--- config.mk ---
export PLATFORM = sky130hd
export DESIGN_NAME = format_spec_parser_core
export DESIGN_NICKNAME = d
export VERILOG_FILES = /design/src/hdl/fsp_pkg.sv /design/src/hdl/fsp_queue.sv /design/src/hdl/fsp_front.sv /design/src/hdl/fsp_back.sv /design/src/hdl/format_spec_parser_core.sv
export SDC_FILE = /design/constraint.sdc
export NUM_CORES = 1
export LEC_CHECK = 0
export ABC_AREA = 1
export BUFFER_PORTS_ARGS = -buffer_cell sky130_fd_sc_hd__buf_2
export CORE_UTILIZATION = 35
export DETAILED_ROUTE_END_ITERATION = 16
export GPL_TIMING_DRIVEN = 0
export MAX_ROUTING_LAYER = met4
export PLACE_DENSITY = 0.49
export SLEW_MARGIN = 20
export SYNTH_ARGS = -nofsm -noshare
export SYNTH_HDL_FRONTEND = slang
export SYNTH_SLANG_ARGS = --single-unit
--- constraint.sdc ---
create_clock -name clk -period 9.77 [get_ports clk]
set_input_delay 0 -clock clk [delete_from_list [all_inputs] [get_ports clk]]
set_output_delay 0 -clock clk [all_outputs]
set_load 0.01 [all_outputs]
--- src/hdl/fsp_pkg.sv ---
// ----------------------------------------------------------------------------
// fsp_pkg
// Shared types and character constants for the format specifier parser.
// ----------------------------------------------------------------------------
package fsp_pkg;

  // Characters the parser reacts to.
  localparam logic [7:0] CHR_NUL   = 8'h00;
  localparam logic [7:0] CHR_H     = 8'h68;  // 'h'
  localparam logic [7:0] CHR_L     = 8'h6c;  // 'l'
  localparam logic [7:0] CHR_J     = 8'h6a;  // 'j'
  localparam logic [7:0] CHR_Z     = 8'h7a;  // 'z'
  localparam logic [7:0] CHR_STAR  = 8'h2a;  // '*'
  localparam logic [7:0] CHR_DOT   = 8'h2e;  // '.'
  localparam logic [7:0] CHR_HASH  = 8'h23;  // '#'
  localparam logic [7:0] CHR_PLUS  = 8'h2b;  // '+'
  localparam logic [7:0] CHR_MINUS = 8'h2d;  // '-'
  localparam logic [7:0] CHR_SPACE = 8'h20;  // ' '
  localparam logic [7:0] CHR_ZERO  = 8'h30;  // '0'
  localparam logic [7:0] CHR_NINE  = 8'h39;  // '9'

  // Bit positions in the flag set.
  localparam int FLAG_MINUS = 0;
  localparam int FLAG_PLUS  = 1;
  localparam int FLAG_SPACE = 2;
  localparam int FLAG_ZERO  = 3;
  localparam int FLAG_HASH  = 4;

  // Length modifier codes.
  localparam logic [2:0] MOD_NONE = 3'd0;
  localparam logic [2:0] MOD_HH   = 3'd1;
  localparam logic [2:0] MOD_LL   = 3'd2;
  localparam logic [2:0] MOD_H    = 3'd3;
  localparam logic [2:0] MOD_L    = 3'd4;
  localparam logic [2:0] MOD_J    = 3'd5;
  localparam logic [2:0] MOD_Z    = 3'd6;

  // Depth of both queues.
  localparam int QUEUE_DEPTH = 2;

  // One character after classification by the front end.
  typedef struct packed {
    logic [7:0] chr;
    logic       start;
    logic       is_nul;
    logic       is_digit;
    logic [3:0] digit_val;
    logic [4:0] flag_bits;
    logic       is_star;
    logic       is_dot;
    logic       is_h;
    logic       is_l;
    logic       is_j;
    logic       is_z;
  } fsp_class_t;

endpackage

--- src/hdl/fsp_queue.sv ---
// ----------------------------------------------------------------------------
// fsp_queue
// Small first-in first-out queue built from registers.
// ----------------------------------------------------------------------------
module fsp_queue #(
  parameter int DATA_BITS = 8,
  parameter int DEPTH     = 2
) (
  input  logic                 clk,
  input  logic                 rst_n,
  input  logic                 push,
  input  logic [DATA_BITS-1:0] wdata,
  output logic                 full,
  input  logic                 pop,
  output logic [DATA_BITS-1:0] rdata,
  output logic                 empty
);

  localparam int PTR_BITS = (DEPTH > 1) ? $clog2(DEPTH) : 1;
  localparam int CNT_BITS = $clog2(DEPTH + 1);

  logic [DATA_BITS-1:0] mem_r [DEPTH];
  logic [PTR_BITS-1:0]  wr_ptr_r, wr_ptr_nxt;
  logic [PTR_BITS-1:0]  rd_ptr_r, rd_ptr_nxt;
  logic [CNT_BITS-1:0]  count_r, count_nxt;
  logic                 do_push, do_pop;

  assign full    = (count_r == CNT_BITS'(DEPTH));
  assign empty   = (count_r == '0);
  assign do_push = push & ~full;
  assign do_pop  = pop & ~empty;
  assign rdata   = mem_r[rd_ptr_r];

  always_comb begin
    wr_ptr_nxt = wr_ptr_r;
    rd_ptr_nxt = rd_ptr_r;
    count_nxt  = count_r;
    if (do_push) begin
      wr_ptr_nxt = (wr_ptr_r == PTR_BITS'(DEPTH - 1)) ? '0 : wr_ptr_r + 1'b1;
    end
    if (do_pop) begin
      rd_ptr_nxt = (rd_ptr_r == PTR_BITS'(DEPTH - 1)) ? '0 : rd_ptr_r + 1'b1;
    end
    if (do_push && !do_pop) begin
      count_nxt = count_r + 1'b1;
    end else if (do_pop && !do_push) begin
      count_nxt = count_r - 1'b1;
    end
  end

  always_ff @(posedge clk) begin
    if (!rst_n) begin
      wr_ptr_r <= '0;
      rd_ptr_r <= '0;
      count_r  <= '0;
    end else begin
      wr_ptr_r <= wr_ptr_nxt;
      rd_ptr_r <= rd_ptr_nxt;
      count_r  <= count_nxt;
    end
  end

  always_ff @(posedge clk) begin
    if (do_push) begin
      mem_r[wr_ptr_r] <= wdata;
    end
  end

endmodule

--- src/hdl/fsp_front.sv ---
// ----------------------------------------------------------------------------
// fsp_front
// Input side: accepts characters and classifies them for the parse engine.
// ----------------------------------------------------------------------------
module fsp_front (
  input  logic               in_push,
  output logic               in_full,
  input  logic [7:0]         in_spec_char,
  input  logic               in_spec_start,
  input  logic               q_full,
  output logic               q_push,
  output fsp_pkg::fsp_class_t cls
);

  assign in_full = q_full;
  assign q_push  = in_push & ~q_full;

  always_comb begin
    cls           = '0;
    cls.chr       = in_spec_char;
    cls.start     = in_spec_start;
    cls.is_nul    = (in_spec_char == fsp_pkg::CHR_NUL);
    cls.is_digit  = in_spec_char inside {[fsp_pkg::CHR_ZERO:fsp_pkg::CHR_NINE]};
    cls.digit_val = in_spec_char[3:0];
    cls.is_star   = (in_spec_char == fsp_pkg::CHR_STAR);
    cls.is_dot    = (in_spec_char == fsp_pkg::CHR_DOT);
    cls.is_h      = (in_spec_char == fsp_pkg::CHR_H);
    cls.is_l      = (in_spec_char == fsp_pkg::CHR_L);
    cls.is_j      = (in_spec_char == fsp_pkg::CHR_J);
    cls.is_z      = (in_spec_char == fsp_pkg::CHR_Z);
    case (in_spec_char)
      fsp_pkg::CHR_MINUS: cls.flag_bits[fsp_pkg::FLAG_MINUS] = 1'b1;
      fsp_pkg::CHR_PLUS:  cls.flag_bits[fsp_pkg::FLAG_PLUS]  = 1'b1;
      fsp_pkg::CHR_SPACE: cls.flag_bits[fsp_pkg::FLAG_SPACE] = 1'b1;
      fsp_pkg::CHR_ZERO:  cls.flag_bits[fsp_pkg::FLAG_ZERO]  = 1'b1;
      fsp_pkg::CHR_HASH:  cls.flag_bits[fsp_pkg::FLAG_HASH]  = 1'b1;
      default:            cls.flag_bits = '0;
    endcase
  end

endmodule

--- src/hdl/fsp_back.sv ---
// ----------------------------------------------------------------------------
// fsp_back
// Parse engine: walks the specifier grammar one classified character per
// cycle unless res_full; emits one packed record when a specifier ends.
// ----------------------------------------------------------------------------
module fsp_back #(
  parameter int VALUE_BITS = 32,
  parameter int COUNT_BITS = 16,
  parameter int RES_BITS   = 2 * VALUE_BITS + COUNT_BITS + 20
) (
  input  logic                  clk,
  input  logic                  rst_n,
  input  logic                  q_empty,
  input  fsp_pkg::fsp_class_t   q_cls,
  input  logic [VALUE_BITS-1:0] q_arg,
  output logic                  q_pop,
  input  logic                  res_full,
  output logic                  res_push,
  output logic [RES_BITS-1:0]   res_data
);

  typedef enum logic [2:0] {
    PH_FLAGS, PH_WIDTH, PH_STAR, PH_STARDIG, PH_PREC, PH_MOD, PH_MOD2, PH_CONV
  } phase_t;

  localparam int WIDE_BITS = VALUE_BITS + 4;
  localparam logic [WIDE_BITS-1:0] VAL_MAX_W = WIDE_BITS'({(VALUE_BITS - 1){1'b1}});

  phase_t                phase_r, phase_nxt;
  logic [4:0]            flags_r, flags_nxt;
  logic [VALUE_BITS-1:0] width_r, width_nxt;
  logic [VALUE_BITS-1:0] prec_r, prec_nxt;
  logic                  prec_seen_r, prec_seen_nxt;
  logic [2:0]            mod_r, mod_nxt;
  logic [COUNT_BITS-1:0] count_r, count_nxt;
  logic [1:0]            stars_r, stars_nxt;

  // State after an optional start-of-specifier clear.
  phase_t                b_phase;
  logic [4:0]            b_flags;
  logic [VALUE_BITS-1:0] b_width, b_prec;
  logic                  b_prec_seen;
  logic [2:0]            b_mod;
  logic [COUNT_BITS-1:0] b_count;
  logic [1:0]            b_stars;

  logic [WIDE_BITS-1:0]  w_sum, p_sum, dig_w;
  logic [VALUE_BITS-1:0] width_dig, prec_dig;
  logic                  take, emit, done;
  phase_t                ph;

  assign take  = ~q_empty & ~res_full;
  assign q_pop = take;

  assign b_phase     = q_cls.start ? PH_FLAGS : phase_r;
  assign b_flags     = q_cls.start ? '0 : flags_r;
  assign b_width     = q_cls.start ? '0 : width_r;
  assign b_prec      = q_cls.start ? '0 : prec_r;
  assign b_prec_seen = q_cls.start ? 1'b0 : prec_seen_r;
  assign b_mod       = q_cls.start ? fsp_pkg::MOD_NONE : mod_r;
  assign b_count     = q_cls.start ? '0 : count_r;
  assign b_stars     = q_cls.start ? '0 : stars_r;

  // Decimal accumulate, acc*10 + d, saturating at the largest positive value.
  assign dig_w     = WIDE_BITS'(q_cls.digit_val);
  assign w_sum     = (WIDE_BITS'(b_width) << 3) + (WIDE_BITS'(b_width) << 1) + dig_w;
  assign p_sum     = (WIDE_BITS'(b_prec) << 3) + (WIDE_BITS'(b_prec) << 1) + dig_w;
  assign width_dig = (w_sum > VAL_MAX_W) ? VAL_MAX_W[VALUE_BITS-1:0] : w_sum[VALUE_BITS-1:0];
  assign prec_dig  = (p_sum > VAL_MAX_W) ? VAL_MAX_W[VALUE_BITS-1:0] : p_sum[VALUE_BITS-1:0];

  always_comb begin
    phase_nxt     = b_phase;
    flags_nxt     = b_flags;
    width_nxt     = b_width;
    prec_nxt      = b_prec;
    prec_seen_nxt = b_prec_seen;
    mod_nxt       = b_mod;
    count_nxt     = (b_count == '1) ? b_count : b_count + 1'b1;
    stars_nxt     = b_stars;
    emit          = 1'b0;
    done          = 1'b0;
    ph            = b_phase;
    res_data      = '0;

    if (q_cls.is_nul) begin
      emit     = 1'b1;
      res_data = {5'd0, {VALUE_BITS{1'b0}}, {VALUE_BITS{1'b0}}, 1'b0, 3'd0, 8'd0,
                  {COUNT_BITS{1'b0}}, b_stars, 1'b1};
    end else begin
      // A character that does not fit the current field moves the parse on
      // to the next field, which keeps that field as its phase.
      if (ph == PH_FLAGS) begin
        if (q_cls.flag_bits != '0) begin
          flags_nxt = b_flags | q_cls.flag_bits;
          done      = 1'b1;
        end else begin
          ph        = PH_WIDTH;
          phase_nxt = PH_WIDTH;
        end
      end
      if (!done && ph == PH_WIDTH) begin
        if (q_cls.is_digit) begin
          width_nxt = width_dig;
          done      = 1'b1;
        end else if (q_cls.is_star) begin
          width_nxt = q_arg;
          stars_nxt = b_stars + 1'b1;
          phase_nxt = PH_STAR;
          done      = 1'b1;
        end else begin
          ph        = PH_PREC;
          phase_nxt = PH_PREC;
        end
      end
      if (!done && ph == PH_STAR) begin
        if (q_cls.is_digit) begin
          width_nxt = VALUE_BITS'(q_cls.digit_val);
          phase_nxt = PH_STARDIG;
          done      = 1'b1;
        end else begin
          ph        = PH_PREC;
          phase_nxt = PH_PREC;
        end
      end
      if (!done && ph == PH_STARDIG) begin
        if (q_cls.is_digit) begin
          width_nxt = width_dig;
          done      = 1'b1;
        end else begin
          ph        = PH_PREC;
          phase_nxt = PH_PREC;
        end
      end
      if (!done && ph == PH_PREC) begin
        if (q_cls.is_dot && !b_prec_seen) begin
          prec_seen_nxt = 1'b1;
          prec_nxt      = '0;
          done          = 1'b1;
        end else if (b_prec_seen && q_cls.is_digit) begin
          prec_nxt = prec_dig;
          done     = 1'b1;
        end else if (b_prec_seen && q_cls.is_star) begin
          prec_nxt  = q_arg;
          stars_nxt = b_stars + 1'b1;
          phase_nxt = PH_MOD;
          done      = 1'b1;
        end else begin
          ph        = PH_MOD;
          phase_nxt = PH_MOD;
        end
      end
      if (!done && ph == PH_MOD) begin
        if (q_cls.is_h) begin
          mod_nxt   = fsp_pkg::MOD_H;
          phase_nxt = PH_MOD2;
          done      = 1'b1;
        end else if (q_cls.is_l) begin
          mod_nxt   = fsp_pkg::MOD_L;
          phase_nxt = PH_MOD2;
          done      = 1'b1;
        end else if (q_cls.is_j) begin
          mod_nxt   = fsp_pkg::MOD_J;
          phase_nxt = PH_CONV;
          done      = 1'b1;
        end else if (q_cls.is_z) begin
          mod_nxt   = fsp_pkg::MOD_Z;
          phase_nxt = PH_CONV;
          done      = 1'b1;
        end else begin
          ph        = PH_CONV;
          phase_nxt = PH_CONV;
        end
      end
      if (!done && ph == PH_MOD2) begin
        if (q_cls.is_h && b_mod == fsp_pkg::MOD_H) begin
          mod_nxt   = fsp_pkg::MOD_HH;
          phase_nxt = PH_CONV;
          done      = 1'b1;
        end else if (q_cls.is_l && b_mod == fsp_pkg::MOD_L) begin
          mod_nxt   = fsp_pkg::MOD_LL;
          phase_nxt = PH_CONV;
          done      = 1'b1;
        end else begin
          ph        = PH_CONV;
          phase_nxt = PH_CONV;
        end
      end
      if (!done) begin
        // The conversion character closes the specifier.
        emit     = 1'b1;
        res_data = {b_flags, b_width, (b_prec_seen ? b_prec : {VALUE_BITS{1'b0}}),
                    b_prec_seen, b_mod, q_cls.chr, count_nxt, b_stars, 1'b0};
      end
    end

    if (emit) begin
      phase_nxt     = PH_FLAGS;
      flags_nxt     = '0;
      width_nxt     = '0;
      prec_nxt      = '0;
      prec_seen_nxt = 1'b0;
      mod_nxt       = fsp_pkg::MOD_NONE;
      count_nxt     = '0;
      stars_nxt     = '0;
    end
  end

  assign res_push = take & emit;

  always_ff @(posedge clk) begin
    if (!rst_n) begin
      phase_r     <= PH_FLAGS;
      flags_r     <= '0;
      width_r     <= '0;
      prec_r      <= '0;
      prec_seen_r <= 1'b0;
      mod_r       <= fsp_pkg::MOD_NONE;
      count_r     <= '0;
      stars_r     <= '0;
    end else if (take) begin
      phase_r     <= phase_nxt;
      flags_r     <= flags_nxt;
      width_r     <= width_nxt;
      prec_r      <= prec_nxt;
      prec_seen_r <= prec_seen_nxt;
      mod_r       <= mod_nxt;
      count_r     <= count_nxt;
      stars_r     <= stars_nxt;
    end
  end

endmodule

--- src/hdl/format_spec_parser_core.sv ---
// ----------------------------------------------------------------------------
// format_spec_parser_core
// Printf-style conversion specifier parser, one character per transaction.
// ----------------------------------------------------------------------------
// Each input transaction carries one character that follows a percent sign,
// a start mark that clears any partial parse, and the next pending integer
// argument, which is taken when the character is a star that reads one. The
// block gathers flags, width, precision and length modifier, and on the
// conversion character pushes one specifier record onto its result queue; a
// NUL character ends the parse with an error record instead. The sustained
// rate is one character per clock cycle while the result queue has room,
// set by the parse engine, which updates its state for each character,
// including a multiply-by-ten accumulate with saturation. Characters pass
// through the item queue to the parse engine, whose records go into the
// result queue. Both sides are two-entry queues, so input keeps flowing
// while results wait to be popped, until the result queue is full.

module format_spec_parser_core #(
  parameter int VALUE_BITS = 32,
  parameter int COUNT_BITS = 16
) (
  input  logic                         clk,
  input  logic                         rst_n,
  // Input channel
  input  logic                         in_push,
  output logic                         in_full,
  input  logic [7:0]                   in_spec_char,
  input  logic                         in_spec_start,
  input  logic signed [VALUE_BITS-1:0] in_arg_value,
  // Result channel
  output logic                         out_empty,
  input  logic                         out_pop,
  output logic [4:0]                   out_flag_set,
  output logic signed [VALUE_BITS-1:0] out_field_width,
  output logic signed [VALUE_BITS-1:0] out_prec_value,
  output logic                         out_prec_given,
  output logic [2:0]                   out_length_mod,
  output logic [7:0]                   out_conversion,
  output logic [COUNT_BITS-1:0]        out_consumed,
  output logic [1:0]                   out_args_used,
  output logic                         out_parse_error
);

  localparam int CLS_BITS = $bits(fsp_pkg::fsp_class_t);
  localparam int ITEM_BITS = CLS_BITS + VALUE_BITS;
  localparam int RES_BITS = 2 * VALUE_BITS + COUNT_BITS + 20;

  fsp_pkg::fsp_class_t    front_cls, back_cls;
  logic                   iq_push, iq_full, iq_pop, iq_empty;
  logic [ITEM_BITS-1:0]   iq_wdata, iq_rdata;
  logic [VALUE_BITS-1:0]  back_arg;
  logic                   rq_push, rq_full;
  logic [RES_BITS-1:0]    rq_wdata, rq_rdata;

  // Front end: accept and classify the character.
  fsp_front u_front (
    .in_push       (in_push),
    .in_full       (in_full),
    .in_spec_char  (in_spec_char),
    .in_spec_start (in_spec_start),
    .q_full        (iq_full),
    .q_push        (iq_push),
    .cls           (front_cls)
  );

  assign iq_wdata = {front_cls, in_arg_value};

  // Queue between the front end and the parse engine.
  fsp_queue #(
    .DATA_BITS (ITEM_BITS),
    .DEPTH     (fsp_pkg::QUEUE_DEPTH)
  ) u_item_q (
    .clk   (clk),
    .rst_n (rst_n),
    .push  (iq_push),
    .wdata (iq_wdata),
    .full  (iq_full),
    .pop   (iq_pop),
    .rdata (iq_rdata),
    .empty (iq_empty)
  );

  assign back_cls = fsp_pkg::fsp_class_t'(iq_rdata[ITEM_BITS-1:VALUE_BITS]);
  assign back_arg = iq_rdata[VALUE_BITS-1:0];

  // Parse engine.
  fsp_back #(
    .VALUE_BITS (VALUE_BITS),
    .COUNT_BITS (COUNT_BITS),
    .RES_BITS   (RES_BITS)
  ) u_back (
    .clk      (clk),
    .rst_n    (rst_n),
    .q_empty  (iq_empty),
    .q_cls    (back_cls),
    .q_arg    (back_arg),
    .q_pop    (iq_pop),
    .res_full (rq_full),
    .res_push (rq_push),
    .res_data (rq_wdata)
  );

  // Result queue; its head drives the result ports.
  fsp_queue #(
    .DATA_BITS (RES_BITS),
    .DEPTH     (fsp_pkg::QUEUE_DEPTH)
  ) u_res_q (
    .clk   (clk),
    .rst_n (rst_n),
    .push  (rq_push),
    .wdata (rq_wdata),
    .full  (rq_full),
    .pop   (out_pop),
    .rdata (rq_rdata),
    .empty (out_empty)
  );

  assign {out_flag_set, out_field_width, out_prec_value, out_prec_given, out_length_mod,
          out_conversion, out_consumed, out_args_used, out_parse_error} = rq_rdata;

endmodule

==> summary.md <==
| Metric | Value |
|---|---|
| Die area | `approximately 71,000 um2` |
| Synth Area in XOR/XNOR | `0.0206` |
| Core footprint | `roughly 70,000 um2` |
| Post-synth cell types | `54` |
| CTS tree | `built` |
| TritonCTS buffer count | `46` |
| Worst Path Class, Setup | `flop to flop` |
| Fin worst setup slack | `between 3 and 4 ns` |
| DR DRC count | `0` |
| Max VDD drop | `171 uV` |
| WP data arrival | `between 6 and 7 ns` |
| Slowest CP cell | `buf_1` |
| Leakage power | `roughly 12 nW` |
| Synth warnings | `0` |
| Largest net degree at the start of global routing | `25` |
| Port bufs | `~150` |
| Share of cells above drive strength 1 | `0.127` |
| Hold Path Class | `input port to flop` |
| Clk_lat worst skew | `between 0.6 and 0.7 ns` |
| Tot GR Track Use | `0.240` |
| Status | `complete, no violations` |
| WL/cell | `19.9 um` |
| Setup violations, final | `0` |
| I/O pins | `about 150` |
| ANT nets after route | `0` |
| Routability cong. | `about 0.96` |
| Vias | `21.4k` |
| Sequential cell area fraction in the yosys report | `0.460` |
| Vias in the first global route | `about 21k` |
| Synth Net Count | `~3.2k` |
| Resized cells post-CTS | `0` |
| Fin nets | `3,416` |
| 1st-pass router iterations | `6` |
| DIE WIDTH | `267 um` |
| Clock Tree Buf Depth | `3` |
| Syn avg cell area | `around 8.2 um2` |
| Pwr per Cell Area | `between 200 and 250 nW/um2` |
| Vias per inst | `around 5.1` |
| Peak per-stage delay on the critical path | `around 0.67 ns` |
| Grt total ovfl | `0` |
| Area growth from synthesis to layout | `17.3%` |
| Main combinational cell family by area after synthesis | `simple AND/OR/NAND/NOR gates` |
| Die Y-Extent | `about 270 um` |
| CTS root buf | `clkbuf_16` |
| Adder-cell share of the synthesized area | `0.0687` |
| FMAX | `~160 MHz` |
| HP Start | `in_push` |
| Final-report hold violation count | `0` |
| Max Slew Vio Count | `0` |
| Synth Area in Compound Gates | `0.101` |
| Mux contribution to synthesized area | `0.0526` |
| Measured slew at the worst slew-check pin | `between 0.9 and 1 ns` |
| Most frequent CP cell | `nand2_1` |
| Worst slew margin | `0.362` |
| Endpoint class of the critical path | `flop` |
| First-pass GRT wire length | `125,000 um` |
| Worst-path maximum fanout | `10` |
| Hold Path Cell Cnt | `5` |
| Initial Util | `0.356` |
| Startpoint Class | `flop` |
| Hold_ws | `between 0.09 and 0.1 ns` |
| 1st-iter DRT viols | `1,772` |
| RSZ-0062 raised after global routing | `no` |
| Syn Inst Count | `approximately 3.0k` |
| Period utilization | `0.622` |
| Post-Syn Area | `24,600 um2` |
| Sink count of the clock tree | `412` |
| Minimum clock period | `between 6 and 7 ns` |
| DP Worst Slack | `between 3 and 4 ns` |
| Initial antenna violation count | `2` |
| Max Cap Viol | `0` |
| Simple-Gate Fraction of Synth Area | `0.228` |
| Worst-path clk slew | `0.06 ns` |
| WL final | `83,600 um` |
| Worst Reg-to-Reg Cells | `28` |
| Worst EP required | `10.23 ns` |
| Post-DP HPWL | `roughly 66,000 um` |
| Layout Skew | `around 0.034 ns` |
| H-tree Lvls | `2` |
| Num rows | `96` |
| Flops & latches, synth | `about 410` |
-- worst max-delay path: cells and delay by family, from the launching register on --
| family | cells | cell delay, ns |
|---|---|---|
| AND/OR/NAND/NOR | 18 | 2.50 |
| buffers and inverters | 7 | 1.91 |
| adder cells (fa/ha/maj) | 2 | 1.07 |
| flip-flops | 1 | 0.36 |
| AO/OA/AOI/OAI | 1 | 0.06 |
-- cells by family (layout without fill, tap and decap cells) --
logic type / count (synthesis) / count (layout)
compound gates: 449 / 449
xor+xnor: 58 / 58
fa+ha+maj: 133 / 133
buf+inv: 439 / 725
flops: 412 / 412
mux: 117 / 117
other cells: 0 / 3
simple gates: 1381 / 1381
-- placed cells by master, fill, tap and decap left out, drive strengths merged, types with 9 or more instances in the layout --
cell type    instances
nor3                24
nor4                 9
nand3               86
o21ai               99
inv                320
a22oi               12
clkinv              20
or2                 14
xnor2               28
a221oi              18
nand2              786
edfxtp             308
a21oi              270
ha                 129
a31oi               11
and3                14
dlygate4sd3         43
nand4               41
dfxtp              104
xor2                30
nor2               398
mux2               100
buf                198
o21bai              10
mux2i               17
clkbuf             134
-- per-layer routing --
| metal | global-route usage | share of wire | vias up |
|---|---|---|---|
| li1 | - | - | 10500 |
| met1 | 0.306 | 0.45 | 10200 |
| met5 | - | 0 | - |
| met4 | 0.0837 | 0.035 | 0 |
| met2 | 0.382 | 0.46 | 628 |
| met3 | 0.0410 | 0.057 | 120 |
-- sequential cells by signal, summed over array words and instances (netlist names), 2 cells and up, named ones only --
signal / flops
u_item_q.mem_r: 108
u_back.flags_r: 5
u_item_q.count_r: 2
u_back.mod_r: 3
u_back.phase_r: 3
u_res_q.count_r: 2
u_back.prec_r: 32
u_back.stars_r: 2
u_back.count_r: 16
u_back.width_r: 32
u_res_q.mem_r: 200
-- cells in the mapped netlist (all sizes together) --
library cell / count / share of area
nand2: 786 / 0.12
nor2: 398 / 0.061
inv: 319 / 0.049
edfxtp: 308 / 0.38
a21oi: 270 / 0.055
ha: 129 / 0.065
dfxtp: 104 / 0.084
mux2: 100 / 0.046
o21ai: 99 / 0.020
nand3: 86 / 0.018
clkbuf: 79 / 0.012
nand4: 41 / 0.011
buf: 40 / 0.0085
xor2: 30 / 0.011
xnor2: 28 / 0.010
nor3: 24 / 0.0049
a221oi: 18 / 0.0064
mux2i: 17 / 0.0069
and3: 14 / 0.0036
or2: 14 / 0.0036
a22oi: 12 / 0.0037
a31oi: 11 / 0.0028
o21bai: 10 / 0.0030
nor4: 9 / 0.0023
nand3b: 7 / 0.0021
o22ai: 7 / 0.0020
o211ai: 6 / 0.0018
a21o: 4 / 0.0012
fa: 4 / 0.0032
a21boi: 3 / 0.00091
o21a: 3 / 0.00091
o31ai: 3 / 0.0011
nor3b: 2 / 0.00061
a2111oi: 1 / 0.00036
a211oi: 1 / 0.00030
a41oi: 1 / 0.00036
clkinv: 1 / 0.00020
-- path summary, 6_finish.rpt --
kind	endpoint	slack, ns
max reg2reg	u_back.width_r[6]	3.69
min reg2reg	u_item_q.rd_ptr_r	0.45
max	u_back.width_r[6]	3.69
min	u_item_q.wr_ptr_r	0.09
-- where the power goes --
part | internal [W] | leakage, nW | switching [W]
sequential | 0.00221 | 3.67 | 0.0000722
combinational | 0.000781 | 7.53 | 0.00170
clock | 0.00110 | 0.795 | 0.000759
-- stage by stage --
step | setup TNS (ns) | instance area [um2] | total power (W) | utilization | std cells
after floorplan | 0 | 24600 | 0.00379 | - | 2989
after global placement | -125.49 | 26500 | 0.00473 | 0.384 | 4066
after detailed placement | 0 | 26800 | 0.00477 | 0.388 | 4078
after CTS | 0 | 28900 | 0.00667 | 0.418 | 4206
after global routing | 0 | 28900 | 0.00697 | 0.418 | 4208
final | 0 | 28900 | 0.00662 | 0.418 | 4209
-- layout make-up --
| cell class | count | area, um2 |
|---|---|---|
| plain buffers | 119 | 507 |
| repair buffers | 201 | 1430 |
| multi-input cells | 2138 | 11600 |
| flip-flops and latches | 412 | 11300 |
| clock buffers | 55 | 1200 |
| well taps | 931 | 1160 |
| inverters | 320 | 1200 |
| fillers | 7065 | 40300 |
| diodes | 3 | 7.51 |
| clock inverters | 30 | 420 |
-- timing repair --
item / in CTS / in global routing
setup endpoints to repair: 0 / 0
hold endpoints to repair: 117 / 0
hold buffers: 43 / 0
buffers inserted: 0 / 0
Power figures use the tool's default switching activity.
